## config.mk

```make
export PLATFORM = sky130hd
export DESIGN_NAME = rds_group_encoder
export DESIGN_NICKNAME = d
export VERILOG_FILES = /design/src/rdsge_pkg.sv /design/src/rdsge_front.sv /design/src/rdsge_fifo.sv /design/src/rdsge_back.sv /design/src/rds_group_encoder.sv
export VERILOG_INCLUDE_DIRS = /design/src /design/src/src
export SDC_FILE = /design/constraint.sdc
export NUM_CORES = 1
export LEC_CHECK = 0
export ABC_AREA = 1
export BUFFER_PORTS_ARGS = -buffer_cell sky130_fd_sc_hd__buf_4
export CAP_MARGIN = 15
export CORE_MARGIN = 5
export CORE_UTILIZATION = 45
export CTS_CLUSTER_SIZE = 28
export DETAILED_ROUTE_END_ITERATION = 6
export PLACE_DENSITY_LB_ADDON = 0.12
export SLEW_MARGIN = 20
export SYNTH_ARGS = -nofsm -noshare
export SYNTH_HDL_FRONTEND = slang
export SYNTH_SLANG_ARGS = --single-unit
```

## constraint.sdc

```tcl
create_clock -name i_clk -period 7.4 [get_ports i_clk]
set_input_delay 0.74 -clock i_clk [delete_from_list [all_inputs] [get_ports i_clk]]
set_output_delay 0.74 -clock i_clk [all_outputs]
set_load 0.01 [all_outputs]
```

## src/rds_group_encoder_macros.svh

```systemverilog
// Assertion macros for the RDS group encoder.
// Included by files that carry concurrent checks; no other dependencies.
`ifndef RDS_GROUP_ENCODER_MACROS_SVH
`define RDS_GROUP_ENCODER_MACROS_SVH

`ifndef ASSERT_OFF
// Check a property at each clock edge, skipped while reset is asserted
`define RDSGE_ASSERT(label, clk, rst_n, prop, msg) \
    label: assert property (@(posedge clk) disable iff (!rst_n) prop) else $error(msg);
// Check a property at every clock edge, reset included
`define RDSGE_ASSERT_ALWAYS(label, clk, prop, msg) \
    label: assert property (@(posedge clk) prop) else $error(msg);
`else
`define RDSGE_ASSERT(label, clk, rst_n, prop, msg)
`define RDSGE_ASSERT_ALWAYS(label, clk, prop, msg)
`endif

`endif

```

## src/rdsge_pkg.sv

```systemverilog
// Shared types, constants and helper functions of the RDS group encoder.
// No dependencies; imported by every module of the block.
`timescale 1ns / 1ps
`default_nettype none

package rdsge_pkg;

    // Group geometry
    localparam int GROUP_BYTES = 13;
    localparam int GROUP_BITS  = 104;
    localparam int BLOCKS      = 4;
    localparam int BLOCK_BITS  = 26;

    // Check word
    localparam logic [9:0] CRC_POLY = 10'h1B9;
    localparam logic [9:0] OFFSET_WORD [BLOCKS] = '{10'h0FC, 10'h198, 10'h168, 10'h1B4};

    // Programme service constants
    localparam logic [15:0] AF_FILLER     = 16'hCDCD;
    localparam logic [10:0] AF_BASE       = 11'd875;
    localparam logic [7:0]  AF_COUNT_BASE = 8'd224;

    // Clock time constants
    localparam logic [16:0] MJD_BASE     = 17'd14956;
    localparam logic [11:0] YEAR_DAYS_X4 = 12'd1461;
    localparam int          OFFSET_STEP  = 1800;
    localparam int          OFFSET_STEPS = 18;

    // Group type codes, block B bits 15:12
    localparam logic [3:0] GT_PS = 4'd0;
    localparam logic [3:0] GT_RT = 4'd2;
    localparam logic [3:0] GT_CT = 4'd4;

    // Item mode codes; the unused mode yields no group
    localparam logic [1:0] MODE_PS   = 2'd0;
    localparam logic [1:0] MODE_RT   = 2'd1;
    localparam logic [1:0] MODE_CT   = 2'd2;
    localparam logic [1:0] MODE_NONE = 2'd3;

    // Configuration register indexes
    localparam logic [2:0] CFG_PI_CODE          = 3'd0;
    localparam logic [2:0] CFG_TRAFFIC_PROGRAM  = 3'd1;
    localparam logic [2:0] CFG_PROGRAM_TYPE     = 3'd2;
    localparam logic [2:0] CFG_TRAFFIC_ANNOUNCE = 3'd3;
    localparam logic [2:0] CFG_MUSIC_SPEECH     = 3'd4;
    localparam logic [2:0] CFG_MONO             = 3'd5;
    localparam logic [2:0] CFG_AF_COUNT         = 3'd6;

    typedef struct packed {
        logic [1:0]         mode;
        logic [3:0]         segment;
        logic [31:0]        text_chars;
        logic [10:0]        af_first;
        logic [10:0]        af_second;
        logic [7:0]         year_since_1900;
        logic [3:0]         month;
        logic [4:0]         day;
        logic [4:0]         hour;
        logic [5:0]         minute;
        logic signed [15:0] utc_offset;
    } t_item;

    typedef struct packed {
        logic [7:0] data_byte;
        logic       last;
    } t_result;

    typedef struct packed {
        logic [15:0] pi_code;
        logic        traffic_program;
        logic [4:0]  program_type;
        logic        traffic_announce;
        logic        music_speech;
        logic        mono;
        logic [4:0]  af_count;
    } t_cfg;

    typedef logic [GROUP_BITS-1:0] t_group;

    typedef struct packed {
        logic   valid;
        t_group group;
    } t_push;

    // Advance the 10-bit check word over one byte, MSB first
    function automatic logic [9:0] crc_byte(input logic [9:0] c_in, input logic [7:0] b);
        logic [9:0] c;
        logic       fb;
        c = c_in;
        for (int j = 7; j >= 0; j--) begin
            fb = b[j] ^ c[9];
            c  = {c[8:0], 1'b0};
            if (fb) begin
                c = c ^ CRC_POLY;
            end
        end
        return c;
    endfunction

    // floor(m * 30.6001) for the shifted month index used by the day count
    function automatic logic [9:0] month_term(input logic [4:0] m);
        logic [9:0] t;
        unique case (m)
            5'd4:    t = 10'd122;
            5'd5:    t = 10'd153;
            5'd6:    t = 10'd183;
            5'd7:    t = 10'd214;
            5'd8:    t = 10'd244;
            5'd9:    t = 10'd275;
            5'd10:   t = 10'd306;
            5'd11:   t = 10'd336;
            5'd12:   t = 10'd367;
            5'd13:   t = 10'd397;
            5'd14:   t = 10'd428;
            5'd15:   t = 10'd459;
            5'd16:   t = 10'd489;
            5'd17:   t = 10'd520;
            default: t = 10'd0;
        endcase
        return t;
    endfunction

endpackage

`default_nettype wire

```

## src/rdsge_front.sv

```systemverilog
// Front end of the RDS group encoder: takes items, drops unused modes,
// builds the four blocks and their check words. Depends on rdsge_pkg.
`timescale 1ns / 1ps
`default_nettype none

module rdsge_front (
    input  wire logic             i_clk,
    input  wire logic             i_rst_n,
    input  wire logic             i_accept,
    input  wire rdsge_pkg::t_item i_item,
    input  wire rdsge_pkg::t_cfg  i_cfg,
    output logic [1:0]            o_inflight,
    output rdsge_pkg::t_push      o_push
);
    import rdsge_pkg::*;

    // Stage 1 registers
    logic               r_s1_v;
    t_item              r_s1_item;
    logic signed [19:0] r_s1_yprod;
    logic [9:0]         r_s1_mterm;
    logic [4:0]         r_s1_offmag;
    logic               r_s1_offneg;

    // Stage 2 registers
    logic        r_s2_v;
    logic [15:0] r_s2_blk    [BLOCKS];
    logic [9:0]  r_s2_crc_hi [BLOCKS];

    // Accept-side arithmetic
    logic               w_mode_ok;
    logic               w_l;
    logic signed [8:0]  w_ysum;
    logic signed [19:0] w_yprod;
    logic [4:0]         w_midx;
    logic [15:0]        w_off_abs;
    logic [4:0]         w_offmag;

    // Classify the mode: only PS, RT and CT produce a group
    always_comb begin
        unique case (i_item.mode)
            MODE_PS, MODE_RT, MODE_CT: w_mode_ok = 1'b1;
            default:                   w_mode_ok = 1'b0;
        endcase
    end

    // Year and month terms of the day count
    assign w_l     = (i_item.month <= 4'd1);
    assign w_ysum  = $signed({1'b0, i_item.year_since_1900}) - $signed({8'b0, w_l});
    assign w_yprod = w_ysum * $signed({1'b0, YEAR_DAYS_X4});
    assign w_midx  = {1'b0, i_item.month} + 5'd2 + (w_l ? 5'd12 : 5'd0);

    // Offset magnitude in half hours, truncated toward zero
    assign w_off_abs = i_item.utc_offset[15] ? 16'(-i_item.utc_offset)
                                             : 16'(i_item.utc_offset);
    always_comb begin
        w_offmag = 5'd0;
        for (int k = 1; k <= OFFSET_STEPS; k++) begin
            if (w_off_abs >= 16'(k * OFFSET_STEP)) begin
                w_offmag = 5'(k);
            end
        end
    end

    // Stage 1: capture the item and its products
    always_ff @(posedge i_clk) begin
        if (!i_rst_n) begin
            r_s1_v <= 1'b0;
        end else begin
            r_s1_v <= i_accept && w_mode_ok;
        end
        r_s1_item   <= i_item;
        r_s1_yprod  <= w_yprod;
        r_s1_mterm  <= month_term(w_midx);
        r_s1_offmag <= w_offmag;
        r_s1_offneg <= i_item.utc_offset[15] && (w_offmag != 5'd0);
    end

    // Day count and block contents from stage 1
    logic signed [19:0] w_yadj;
    logic signed [19:0] w_yterm;
    logic [19:0]        w_mjd;
    logic [1:0]         w_gn;
    logic [7:0]         w_af1_byte;
    logic [7:0]         w_af2_byte;
    logic [15:0]        w_blk [BLOCKS];

    assign w_yadj  = r_s1_yprod[19] ? (r_s1_yprod + 20'sd3) : r_s1_yprod;
    assign w_yterm = w_yadj >>> 2;
    assign w_mjd   = $unsigned(w_yterm) + {3'b0, MJD_BASE} + {15'b0, r_s1_item.day}
                   + {10'b0, r_s1_mterm};

    assign w_gn       = r_s1_item.segment[1:0];
    assign w_af1_byte = (r_s1_item.af_first > AF_BASE) ? 8'(r_s1_item.af_first - AF_BASE)
                                                       : AF_FILLER[15:8];
    assign w_af2_byte = (r_s1_item.af_second > AF_BASE) ? 8'(r_s1_item.af_second - AF_BASE)
                                                        : AF_FILLER[7:0];

    // Build blocks A to D for the item's mode
    always_comb begin
        w_blk[0] = i_cfg.pi_code;
        unique case (r_s1_item.mode)
            MODE_PS: begin
                w_blk[1] = {GT_PS, 1'b0, i_cfg.traffic_program, i_cfg.program_type,
                            i_cfg.traffic_announce, i_cfg.music_speech,
                            i_cfg.mono && (w_gn == 2'd0), w_gn};
                if (w_gn == 2'd0) begin
                    w_blk[2] = {8'({3'b0, i_cfg.af_count} + AF_COUNT_BASE), AF_FILLER[7:0]};
                end else begin
                    w_blk[2] = {w_af1_byte, w_af2_byte};
                end
                w_blk[3] = r_s1_item.text_chars[31:16];
            end
            MODE_CT: begin
                w_blk[1] = {GT_CT, 1'b0, i_cfg.traffic_program, i_cfg.program_type,
                            3'b000, w_mjd[16:15]};
                w_blk[2] = {w_mjd[14:0], r_s1_item.hour[4]};
                w_blk[3] = {r_s1_item.hour[3:0], r_s1_item.minute, r_s1_offneg,
                            r_s1_offmag};
            end
            default: begin
                w_blk[1] = {GT_RT, 1'b0, i_cfg.traffic_program, i_cfg.program_type,
                            1'b0, r_s1_item.segment};
                w_blk[2] = r_s1_item.text_chars[31:16];
                w_blk[3] = r_s1_item.text_chars[15:0];
            end
        endcase
    end

    // Stage 2: hold blocks and the check word over their high bytes
    always_ff @(posedge i_clk) begin
        if (!i_rst_n) begin
            r_s2_v <= 1'b0;
        end else begin
            r_s2_v <= r_s1_v;
        end
        for (int i = 0; i < BLOCKS; i++) begin
            r_s2_blk[i]    <= w_blk[i];
            r_s2_crc_hi[i] <= crc_byte(10'd0, w_blk[i][15:8]);
        end
    end

    // Finish the check words, apply offsets and pack the group
    always_comb begin
        o_push.valid = r_s2_v;
        o_push.group = '0;
        for (int i = 0; i < BLOCKS; i++) begin
            o_push.group[GROUP_BITS-1-BLOCK_BITS*i -: BLOCK_BITS] =
                {r_s2_blk[i], crc_byte(r_s2_crc_hi[i], r_s2_blk[i][7:0]) ^ OFFSET_WORD[i]};
        end
    end

    assign o_inflight = {1'b0, r_s1_v} + {1'b0, r_s2_v};

endmodule

`default_nettype wire

```

## src/rdsge_fifo.sv

```systemverilog
// Group queue between the front end and the byte serializer.
// Depends on rdsge_pkg for the group and push types.
`timescale 1ns / 1ps
`default_nettype none

module rdsge_fifo #(
    parameter int DEPTH = 2
) (
    input  wire logic              i_clk,
    input  wire logic              i_rst_n,
    input  wire rdsge_pkg::t_push  i_push,
    input  wire logic              i_pop,
    output rdsge_pkg::t_group      o_head,
    output logic [$clog2(DEPTH+1)-1:0] o_count
);
    import rdsge_pkg::*;

    localparam int PW = $clog2(DEPTH);
    localparam int CW = $clog2(DEPTH + 1);

    t_group          r_mem [DEPTH];
    logic [PW-1:0]   r_wr_ptr;
    logic [PW-1:0]   r_rd_ptr;
    logic [CW-1:0]   r_count;
    logic [PW-1:0]   n_wr_ptr;
    logic [PW-1:0]   n_rd_ptr;
    logic [CW-1:0]   n_count;

    // Advance pointers with wrap at the depth
    always_comb begin
        n_wr_ptr = r_wr_ptr;
        n_rd_ptr = r_rd_ptr;
        if (i_push.valid) begin
            n_wr_ptr = (r_wr_ptr == PW'(DEPTH - 1)) ? '0 : r_wr_ptr + 1'b1;
        end
        if (i_pop) begin
            n_rd_ptr = (r_rd_ptr == PW'(DEPTH - 1)) ? '0 : r_rd_ptr + 1'b1;
        end
        n_count = r_count + CW'(i_push.valid) - CW'(i_pop);
    end

    always_ff @(posedge i_clk) begin
        if (!i_rst_n) begin
            r_wr_ptr <= '0;
            r_rd_ptr <= '0;
            r_count  <= '0;
        end else begin
            r_wr_ptr <= n_wr_ptr;
            r_rd_ptr <= n_rd_ptr;
            r_count  <= n_count;
        end
    end

    // Store the pushed group
    always_ff @(posedge i_clk) begin
        if (i_push.valid) begin
            r_mem[r_wr_ptr] <= i_push.group;
        end
    end

    assign o_head  = r_mem[r_rd_ptr];
    assign o_count = r_count;

endmodule

`default_nettype wire

```

## src/rdsge_back.sv

```systemverilog
// Byte serializer of the RDS group encoder: shifts each queued group out
// as thirteen bytes, MSB first. Depends on rdsge_pkg.
`timescale 1ns / 1ps
`default_nettype none

module rdsge_back (
    input  wire logic              i_clk,
    input  wire logic              i_rst_n,
    input  wire logic              i_avail,
    input  wire rdsge_pkg::t_group i_head,
    output logic                   o_pop,
    output logic                   o_strobe,
    output rdsge_pkg::t_result     o_result
);
    import rdsge_pkg::*;

    localparam logic [3:0] LAST_POS = 4'(GROUP_BYTES - 1);

    logic       r_active;
    logic [3:0] r_pos;
    t_group     r_shift;
    logic       w_last;

    assign w_last = r_active && (r_pos == LAST_POS);

    // Take the next group when idle or on the final byte
    assign o_pop = i_avail && (!r_active || w_last);

    always_ff @(posedge i_clk) begin
        if (!i_rst_n) begin
            r_active <= 1'b0;
            r_pos    <= '0;
        end else if (o_pop) begin
            r_active <= 1'b1;
            r_pos    <= '0;
        end else if (w_last) begin
            r_active <= 1'b0;
            r_pos    <= '0;
        end else if (r_active) begin
            r_pos <= r_pos + 4'd1;
        end
    end

    // Load or shift the group word
    always_ff @(posedge i_clk) begin
        if (o_pop) begin
            r_shift <= i_head;
        end else begin
            r_shift <= {r_shift[GROUP_BITS-9:0], 8'h00};
        end
    end

    assign o_strobe           = r_active;
    assign o_result.data_byte = r_shift[GROUP_BITS-1 -: 8];
    assign o_result.last      = w_last;

endmodule

`default_nettype wire

```

## src/rds_group_encoder.sv

```systemverilog
// Top level of the RDS group encoder: configuration registers, front end,
// group queue and byte serializer. Depends on rdsge_pkg and the macro header.
`timescale 1ns / 1ps
`default_nettype none
`include "rds_group_encoder_macros.svh"

// Each item accepted with start high and busy low builds one RDS group (PS
// type 0A, RT type 2A or CT type 4A) and yields thirteen bytes on o_result,
// one per cycle with o_strobe high, the last one flagged; mode 3 is taken and
// yields nothing. Results cannot be held off, so bytes of one group come in
// consecutive cycles. An item passes two front stages and the queue write,
// then the queue head loads the serializer, which drives the first byte; a
// group waits in the queue while an earlier one is still going out. The
// sustained rate is set by the one-byte result port. Items are taken back to
// back while bytes go out; busy rises only when the front stages and the
// queue together hold QUEUE_DEPTH groups. Config writes take effect at the
// next edge and are meant for idle periods. No clearing pass runs after reset.
module rds_group_encoder #(
    parameter int QUEUE_DEPTH = 2
) (
    input  wire logic               i_clk,
    input  wire logic               i_rst_n,
    input  wire logic               start,
    output logic                    busy,
    input  wire rdsge_pkg::t_item   i_item,
    input  wire logic               i_cfg_we,
    input  wire logic [2:0]         i_cfg_index,
    input  wire logic [15:0]        i_cfg_data,
    output logic                    o_strobe,
    output rdsge_pkg::t_result      o_result
);
    import rdsge_pkg::*;

    localparam int CW = $clog2(QUEUE_DEPTH + 1);
    localparam int OW = CW + 1;

    t_cfg          r_cfg;
    logic          w_accept;
    logic [1:0]    w_inflight;
    t_push         w_push;
    t_group        w_head;
    logic [CW-1:0] w_q_count;
    logic          w_pop;
    logic [OW-1:0] w_occ;

    // Write configuration registers
    always_ff @(posedge i_clk) begin
        if (!i_rst_n) begin
            r_cfg <= '0;
        end else if (i_cfg_we) begin
            unique case (i_cfg_index)
                CFG_PI_CODE:          r_cfg.pi_code          <= i_cfg_data;
                CFG_TRAFFIC_PROGRAM:  r_cfg.traffic_program  <= i_cfg_data[0];
                CFG_PROGRAM_TYPE:     r_cfg.program_type     <= i_cfg_data[4:0];
                CFG_TRAFFIC_ANNOUNCE: r_cfg.traffic_announce <= i_cfg_data[0];
                CFG_MUSIC_SPEECH:     r_cfg.music_speech     <= i_cfg_data[0];
                CFG_MONO:             r_cfg.mono             <= i_cfg_data[0];
                CFG_AF_COUNT:         r_cfg.af_count         <= i_cfg_data[4:0];
                default: ;
            endcase
        end
    end

    // Hold off new items when pipeline and queue are full
    assign w_occ    = OW'(w_q_count) + OW'(w_inflight);
    assign busy     = (w_occ >= OW'(QUEUE_DEPTH));
    assign w_accept = start && !busy;

    rdsge_front u_front (
        .i_clk      (i_clk),
        .i_rst_n    (i_rst_n),
        .i_accept   (w_accept),
        .i_item     (i_item),
        .i_cfg      (r_cfg),
        .o_inflight (w_inflight),
        .o_push     (w_push)
    );

    rdsge_fifo #(
        .DEPTH (QUEUE_DEPTH)
    ) u_fifo (
        .i_clk   (i_clk),
        .i_rst_n (i_rst_n),
        .i_push  (w_push),
        .i_pop   (w_pop),
        .o_head  (w_head),
        .o_count (w_q_count)
    );

    rdsge_back u_back (
        .i_clk    (i_clk),
        .i_rst_n  (i_rst_n),
        .i_avail  (w_q_count != '0),
        .i_head   (w_head),
        .o_pop    (w_pop),
        .o_strobe (o_strobe),
        .o_result (o_result)
    );

    // Checks
    `RDSGE_ASSERT(a_no_overflow, i_clk, i_rst_n, w_occ <= OW'(QUEUE_DEPTH), "queue overflow")
    `RDSGE_ASSERT(a_group_unbroken, i_clk, i_rst_n, o_strobe && !o_result.last |=> o_strobe, "group broken")
    `RDSGE_ASSERT(a_group_length, i_clk, i_rst_n, o_result.last |-> $past(o_strobe, GROUP_BYTES - 1), "short group")
    `RDSGE_ASSERT_ALWAYS(a_reset_quiet, i_clk, !i_rst_n |=> !o_strobe && !busy, "output after reset")

endmodule

`default_nettype wire

```

Word-level counts from Yosys, hierarchy flattened --
Memory sizes are Yosys's and may differ from the RTL's. A register that Yosys moved wholly into a read port is not among the register bits. Index checks and enable logic that the tools add are counted.
Storage, ports and cells: flip-flop bits (word level) 247, bits in writable memories 312, ROM bits 320, input port bits 127, output and inout port bits 11, word-level logic and storage cells 331, memories 4
Cells by class: $add $sub $neg 18, $mul 1, magnitude comparators 22, equal/unequal tests 10, multiplexer cells 99, bitwise logic cells 125, reductions and logical operators 25
Memories:
- (name not given) | depth 32, width 10, read ports 1, clocked after Yosys merged registers in 1, wr ports 0, RTL line rdsge_pkg.sv:103 | unique case (m)
- u_fifo.r_mem | depth 2, width 104, read ports 1, clocked after Yosys merged registers in 1, wr ports 1, RTL line rdsge_fifo.sv:21 | t_group r_mem [DEPTH];
- u_front.r_s2_blk | depth 4, width 16, read ports 4, clocked after Yosys merged registers in 0, wr ports 4, RTL line rdsge_front.sv:27 | logic [15:0] r_s2_blk [BLOCKS];
- u_front.r_s2_crc_hi | depth 4, width 10, read ports 4, clocked after Yosys merged registers in 0, wr ports 4, RTL line rdsge_front.sv:28 | logic [9:0] r_s2_crc_hi [BLOCKS];
Operators with widths (number):
- $mux W9 | 64
- $not A6 Y6 | 61
- $ge A16 B15 Y1 const B | 9
- $mux W104 | 1
- $pmux W47 S2 | 1
- $mux W5 | 17
- $ge A16 B14 Y1 const B | 5
- $xor A1 B1 Y1 | 56
- $ge A16 B13 Y1 const B | 2
- $mux W16 | 2
- $gt A11 B10 Y1 const B | 2
- $mul A9 B12 Y20 const B | 1
- $add A19 B3 Y19 const B | 1
- $mux W19 | 1
- $add A17 B10 Y17 | 1
- $add A17 B15 Y17 const B | 1
- $add A17 B5 Y17 | 1
- $ge A16 B11 Y1 const B | 1
- $ge A16 B12 Y1 const B | 1
- $mux W8 | 2
- $neg A16 Y16 | 1
- $sub A8 B7 Y8 const B | 2
- $reduce_and A2 Y1 | 7
- $mux W1 | 10
- other kinds (31) | 50

Depth between registers and ports, before layout --
word-level depth 23, depth in mapped cells 37, depth with buffers taken out 37

By module --
A second synthesis with hierarchy kept.
Second synthesis, totals: cells, all modules 2535, area, all modules 26001.2 um^2
By module, submodules not included:
- rdsge_front | instances 1, cells an instance 1493, area an instance 12834.8 um^2, sequential area each 4284.1 um^2
- rdsge_fifo | instances 1, cells an instance 355, area an instance 7973.9 um^2, sequential area each 6346.1 um^2
- rdsge_back | instances 1, cells an instance 489, area an instance 3848.7 um^2, sequential area each 2182.1 um^2
- rds_group_encoder | instances 1, cells an instance 198, area an instance 1343.8 um^2, sequential area each 600.6 um^2

Worst setup path after synthesis --
OpenSTA, ideal clock, no wires.
path kind input port to flip-flop, start input port i_item[33] in the netlist's numbering, end register u_front.r_s1_yprod[18], library setup time 0.072 ns, arrival 6.326 ns, required time 7.328 ns, path slack 1.003 ns, cell stages on the path 36, buffers on the path 0, cells stage by stage inv_1 > ha_1 > nor2_1 > nor3_1 > ha_1 > nand2_1 > nor2_1 > nand2_1 > nor3_1 > xor2_1 > inv_1 > ha_1 > ha_1 > inv_1 > fa_1 > inv_1 > fa_1 > ha_1 > ha_1 > a21oi_1 > nand2_1 > a21oi_1 > nor2_1 > o21ai_0 > nand2_1 > a21oi_1 > inv_1 > nand2_1 > inv_1 > nor2_1 > inv_1 > a21oi_1 > o21bai_1 > and2_1 > nor2_1 > xor2_1
On the way: cells in the longest elaborated chain, start to end 3
RTL lines:
- start: declaration | RTL line rds_group_encoder.sv:25 | input wire rdsge_pkg::t_item i_item,
- $le A4 B1 Y1 | RTL line rdsge_front.sv:48 | assign w_l = (i_item.month <= 4'd1);
- $sub A8 B1 Y9 | RTL line rdsge_front.sv:49 | assign w_ysum = $signed({1'b0, i_item.year_since_1900}) - $signed({8'b0, w_l});
- $mul A9 B12 Y20 | RTL line rdsge_front.sv:50 | assign w_yprod = w_ysum * $signed({1'b0, YEAR_DAYS_X4});
- named net u_front.w_yprod[18] | RTL line rdsge_front.sv:34 | logic signed [19:0] w_yprod;
- end signal: assignment | RTL line rdsge_front.sv:73 | r_s1_yprod <= w_yprod;
- end: declaration | RTL line rdsge_front.sv:20 | logic signed [19:0] r_s1_yprod;
The timed path passes the listed nets, and every way through them passes these cells. A chain may end at the register's enable or synchronous reset.

Final worst setup path --
Ends and elaborated chain as after synthesis.

==> out/qor_table.md <==
| Parameter | Value |
| --- | --- |
| Result of the run | finished clean |
| Setup Buffers After CTS | 0 |
| Area added between synthesis and finish | 16.01% |
| CTS resizes | 0 |
| Endpoint of the worst hold-timing path | u_front.r_s1_item[30]$_DFF_P_ |
| Number of vias per cell after detailed routing | 4.897 |
| Share of synthesized flip-flops with an asynchronous set or reset | 0 |
| Placement-stage cell area | 25830 sq um |
| Clock root buffer | sky130_fd_sc_hd__clkbuf_16 |
| Total of warnings raised by yosys | 0 |
| Hold depth | 1 |
| Most prevalent standard cell on the critical path | sky130_fd_sc_hd__inv_1 |
| Worst min path class | input pin to flip-flop |
| Required time worst endpoint | 7.92 ns |
| Final design instance area without fill | 28000 sq um |
| Clock slew at the register clock pins of the worst setup and hold paths | 0.06 ns |
| Gate count of the mapped netlist | 2454 |
| Horiz. Die Dim | 241.6 microns |
| Leakage Power | 12.26 nW |
| Detailed placement HPWL | 39.18 mm |
| TritonCTS buffer count | 57 |
| PwrDens | 526.2 nW/um^2 |
| Share of final-layout standard cells stronger than drive strength 1 | 0.1095 |
| Cell accounting for the most synthesized area | sky130_fd_sc_hd__dfxtp_1 |
| Skew-Pair Late Insertion Delay | 0.63 ns |
| Setup violators final | 0 |
| Max transition margin | 0.3049 |
| Worst-case vdd ir drop | 0.0006641 V |
| Die Y-Extent | 241.6 microns |
| Worst EP arrival | 6.69 ns |
| Number of global-route vias before repair | 16370 |
| Max cap viols | 0 |
| Slack of the worst reg-to-reg path | 2.23 ns |
| Cell area after synthesis | 24140 sq um |
| Number of routed nets with antenna violations | 0 |
| Crit-path max FO | 6 |
| Wire length of the first global-routing pass | 88.60 mm |
| Cell variety after synth | 57 |
| FF+latch count, synth | 560 |
| Final critical delay including setup and external delays | 6.168 ns |
| Violation count after the first detailed-routing iteration | 1027 |
| Kind of capture point of the worst setup path | flip-flop |
| Achievable clock frequency | 162.1 MHz |
| Yosys top cell area share | 0.2969 |
| Launch instance of the worst register-to-register path | u_front.r_s1_yprod[1]$_DFF_P_ |
| Number of clock sinks seen by CTS | 560 |
| Overall via count from detail_route | 16300 |
| Register-to-Register Path Depth | 34 |
| Port-buffer cells | 137 |
| Wire length per cell after detailed routing | 16.48 microns |
| Largest net degree at the start of global routing | 106 |
| Slowest stage cell, crit path | sky130_fd_sc_hd__fa_1 |
| Worst Min Path Start | i_item[30] |
| Final period utilization | 0.8335 |
| Deepest clock path buffer count | 3 |
| Portion of the post-synthesis area used by sequential elements | 0.5483 |
| GR Util All Layers | 0.1859 |
| Commonest cells after routing, fill and taps aside | sky130_fd_sc_hd__nand2_1 (488), sky130_fd_sc_hd__dfxtp_1 (357), sky130_fd_sc_hd__inv_1 (261) |
| RSZ-0062 raised after global routing | false |
| Capturing point of the worst reg2reg path | u_front.r_s2_crc_hi[2][5]$_DFF_P_ |
| DRC Markers | 0 |
| Number of optimization iterations in the first detailed-route pass | 5 |
| Ranking of synthesized cells by area | sky130_fd_sc_hd__dfxtp_1 (30%), sky130_fd_sc_hd__edfxtp_1 (25%), sky130_fd_sc_hd__nand2_1 (7.6%), sky130_fd_sc_hd__xor2_1 (5.6%), sky130_fd_sc_hd__ha_1 (5.4%) |
| Total die area | 58370 sq um |
| Synthesized area per cell | 9.835 sq um |
| Slowest cell delay on critical path | 0.56 ns |
| Initial core utilization | 0.4565 |
| Layout Nets | 2858 |
| Startpoint class of the critical path | input pin |
| Fin. Hold Viols | 0 |
| Grt ovf | 0 |
| Hold buffer count at cts | 0 |
| Number of synthesized flops with an enable pin | 202 |
| Number of antenna violations at the first check in global routing | 1 |
| Number of rows created at floorplan | 84 |
| Routed WL | 54.86 mm |
| Top-level port count | 138 |
| Synthesized netlist net count | 2720 |
| Clock tree from TritonCTS | built |
| Final TNS setup | 0 ns |
| Leading cell type in the layout, fill and taps excluded | sky130_fd_sc_hd__nand2_1 |
| Most used DFF post-synth | sky130_fd_sc_hd__dfxtp_1 |
| Layout Skew | 0.05029 ns |
| Number of max-slew violations in the final report | 0 |
| Placer congestion estimate | 0.8931 |
| Slew at the pin closest to its max-slew limit | 1.043 ns |
| Core ar. | 52870 sq um |
| Kind of critical path | input pin to flip-flop |
| H-Tree Level Count | 2 |
how the worst max path moves through the flow:
| stage | from | cells past startpoint | slack, ns | endpoint |
|---|---|---|---|---|
| 4_1_cts | i_item[33] | 37 | 1.23 | u_front.r_s1_yprod[18]$_DFF_P_ |
| 6_report | i_item[33] | 37 | 1.23 | u_front.r_s1_yprod[18]$_DFF_P_ |
| 2_1_floorplan | i_item[33] | 36 | 1.00 | u_front.r_s1_yprod[18]$_DFF_P_ |
| 5_1_grt | i_item[33] | 37 | 0.66 | u_front.r_s1_yprod[18]$_DFF_P_ |
| 3_5_place_dp | i_item[33] | 37 | 0.63 | u_front.r_s1_yprod[18]$_DFF_P_ |
| 3_3_place_gp | i_item[33] | 37 | 0.67 | u_front.r_s1_yprod[18]$_DFF_P_ |
cell type report:
class / count / area (sq um)
sequential: 560 / 13240
timing repair buffer: 153 / 1169
tap: 688 / 860.8
multi-input combinational: 1550 / 9568
inverter: 270 / 1027
antenna: 1 / 2.502
clock inverter: 28 / 391.6
clock buffer: 78 / 1744
fill: 4706 / 24870
cell families (layout without fill, tap and decap cells):
| logic type | Yosys count | count (layout) | synth area share |
|---|---|---|---|
| buf+inv | 344 | 529 | 0.05562 |
| other cells | 0 | 1 | 0 |
| compound gates | 282 | 282 | 0.06988 |
| simple gates | 865 | 865 | 0.1437 |
| xor+xnor | 264 | 264 | 0.09964 |
| fa+ha+maj | 139 | 139 | 0.08294 |
| flops | 560 | 560 | 0.5483 |
flip-flops by register name (all words and copies together), names as in the netlist, named ones only:
register / flops
u_front.r_s1_offmag: 5
u_fifo.r_mem: 202
u_front.r_s1_yprod: 20
u_back.o_strobe: 1
u_back.r_pos: 4
u_front.r_s1_v: 1
u_front.r_s1_mterm: 10
u_front.r_s2_blk: 61
u_front.r_s2_crc_hi: 39
u_fifo.o_count: 2
u_front.r_s1_item: 76
u_fifo.r_wr_ptr: 1
u_front.r_s2_v: 1
u_fifo.r_rd_ptr: 1
u_back.r_shift: 104
r_cfg: 30
u_front.r_s1_offneg: 1
per-layer routing:
| metal | track usage | share of wire | vias to the layer above |
|---|---|---|---|
| met4 | 0.03827 | 0.013 | 0 |
| met5 | 0 | 0 | - |
| met2 | 0.3036 | 0.47 | 304 |
| met3 | 0.03277 | 0.043 | 47 |
| met1 | 0.2630 | 0.48 | 7681 |
| li1 | - | - | 8265 |
where the power goes:
group          leakage (nW)  internal, mW  total (mW)  switching (mW)
clock                  1.05          1.91        3.14            1.23
sequential             4.84          4.85        5.16           0.303
combinational          6.38          2.46        6.44            3.98
critical path: cells and delay by family:
kind | cells | cell delay (ns)
adder cells (fa/ha/maj) | 8 | 2.86
AND/OR/NAND/NOR | 13 | 1.13
AO/OA/AOI/OAI | 5 | 0.66
buffers and inverters | 9 | 0.93
XOR/XNOR | 2 | 0.35
Yosys cell counts (3+ instances only):
library cell               number
sky130_fd_sc_hd__o211ai_1       7
sky130_fd_sc_hd__nor2_1       247
sky130_fd_sc_hd__inv_1        264
sky130_fd_sc_hd__ha_1         104
sky130_fd_sc_hd__a31oi_1      103
sky130_fd_sc_hd__o22ai_2        3
sky130_fd_sc_hd__o21bai_1       5
sky130_fd_sc_hd__nor3_1        25
sky130_fd_sc_hd__xnor2_1      101
sky130_fd_sc_hd__nand2_1      488
sky130_fd_sc_hd__clkbuf_1      61
sky130_fd_sc_hd__edfxtp_1     202
sky130_fd_sc_hd__o22ai_1        3
sky130_fd_sc_hd__nand3_1       71
sky130_fd_sc_hd__xor2_2         5
sky130_fd_sc_hd__xnor2_2        3
sky130_fd_sc_hd__o21ai_0       68
sky130_fd_sc_hd__nand4_1       12
sky130_fd_sc_hd__dfxtp_1      358
sky130_fd_sc_hd__buf_4         10
sky130_fd_sc_hd__fa_1          35
sky130_fd_sc_hd__or2_2          8
sky130_fd_sc_hd__xor2_1       153
sky130_fd_sc_hd__a21oi_1       69
sky130_fd_sc_hd__a22oi_1        5
sky130_fd_sc_hd__clkinv_1       3
sky130_fd_sc_hd__nand3b_1       3
per-stage QoR:
stage / power, mW / std cells / worst slack [ns] / hold WS (ns) / utilization
6_report: 14.73 / 3328 / 1.232 / 0.2159 / 0.5296
5_1_grt: 15.84 / 3327 / 0.6558 / 0.1623 / 0.5296
4_1_cts: 14.89 / 3326 / 1.234 / 0.1573 / 0.5291
3_5_place_dp: 11.70 / 3220 / 0.6257 / 0.3324 / 0.4887
3_3_place_gp: 11.56 / 3220 / 0.6713 / 0.3334 / 0.4887
2_1_floorplan: 10.13 / 2454 / 1.003 / 0.3259 / -
No activity file was read; power rests on OpenSTA's default activity.
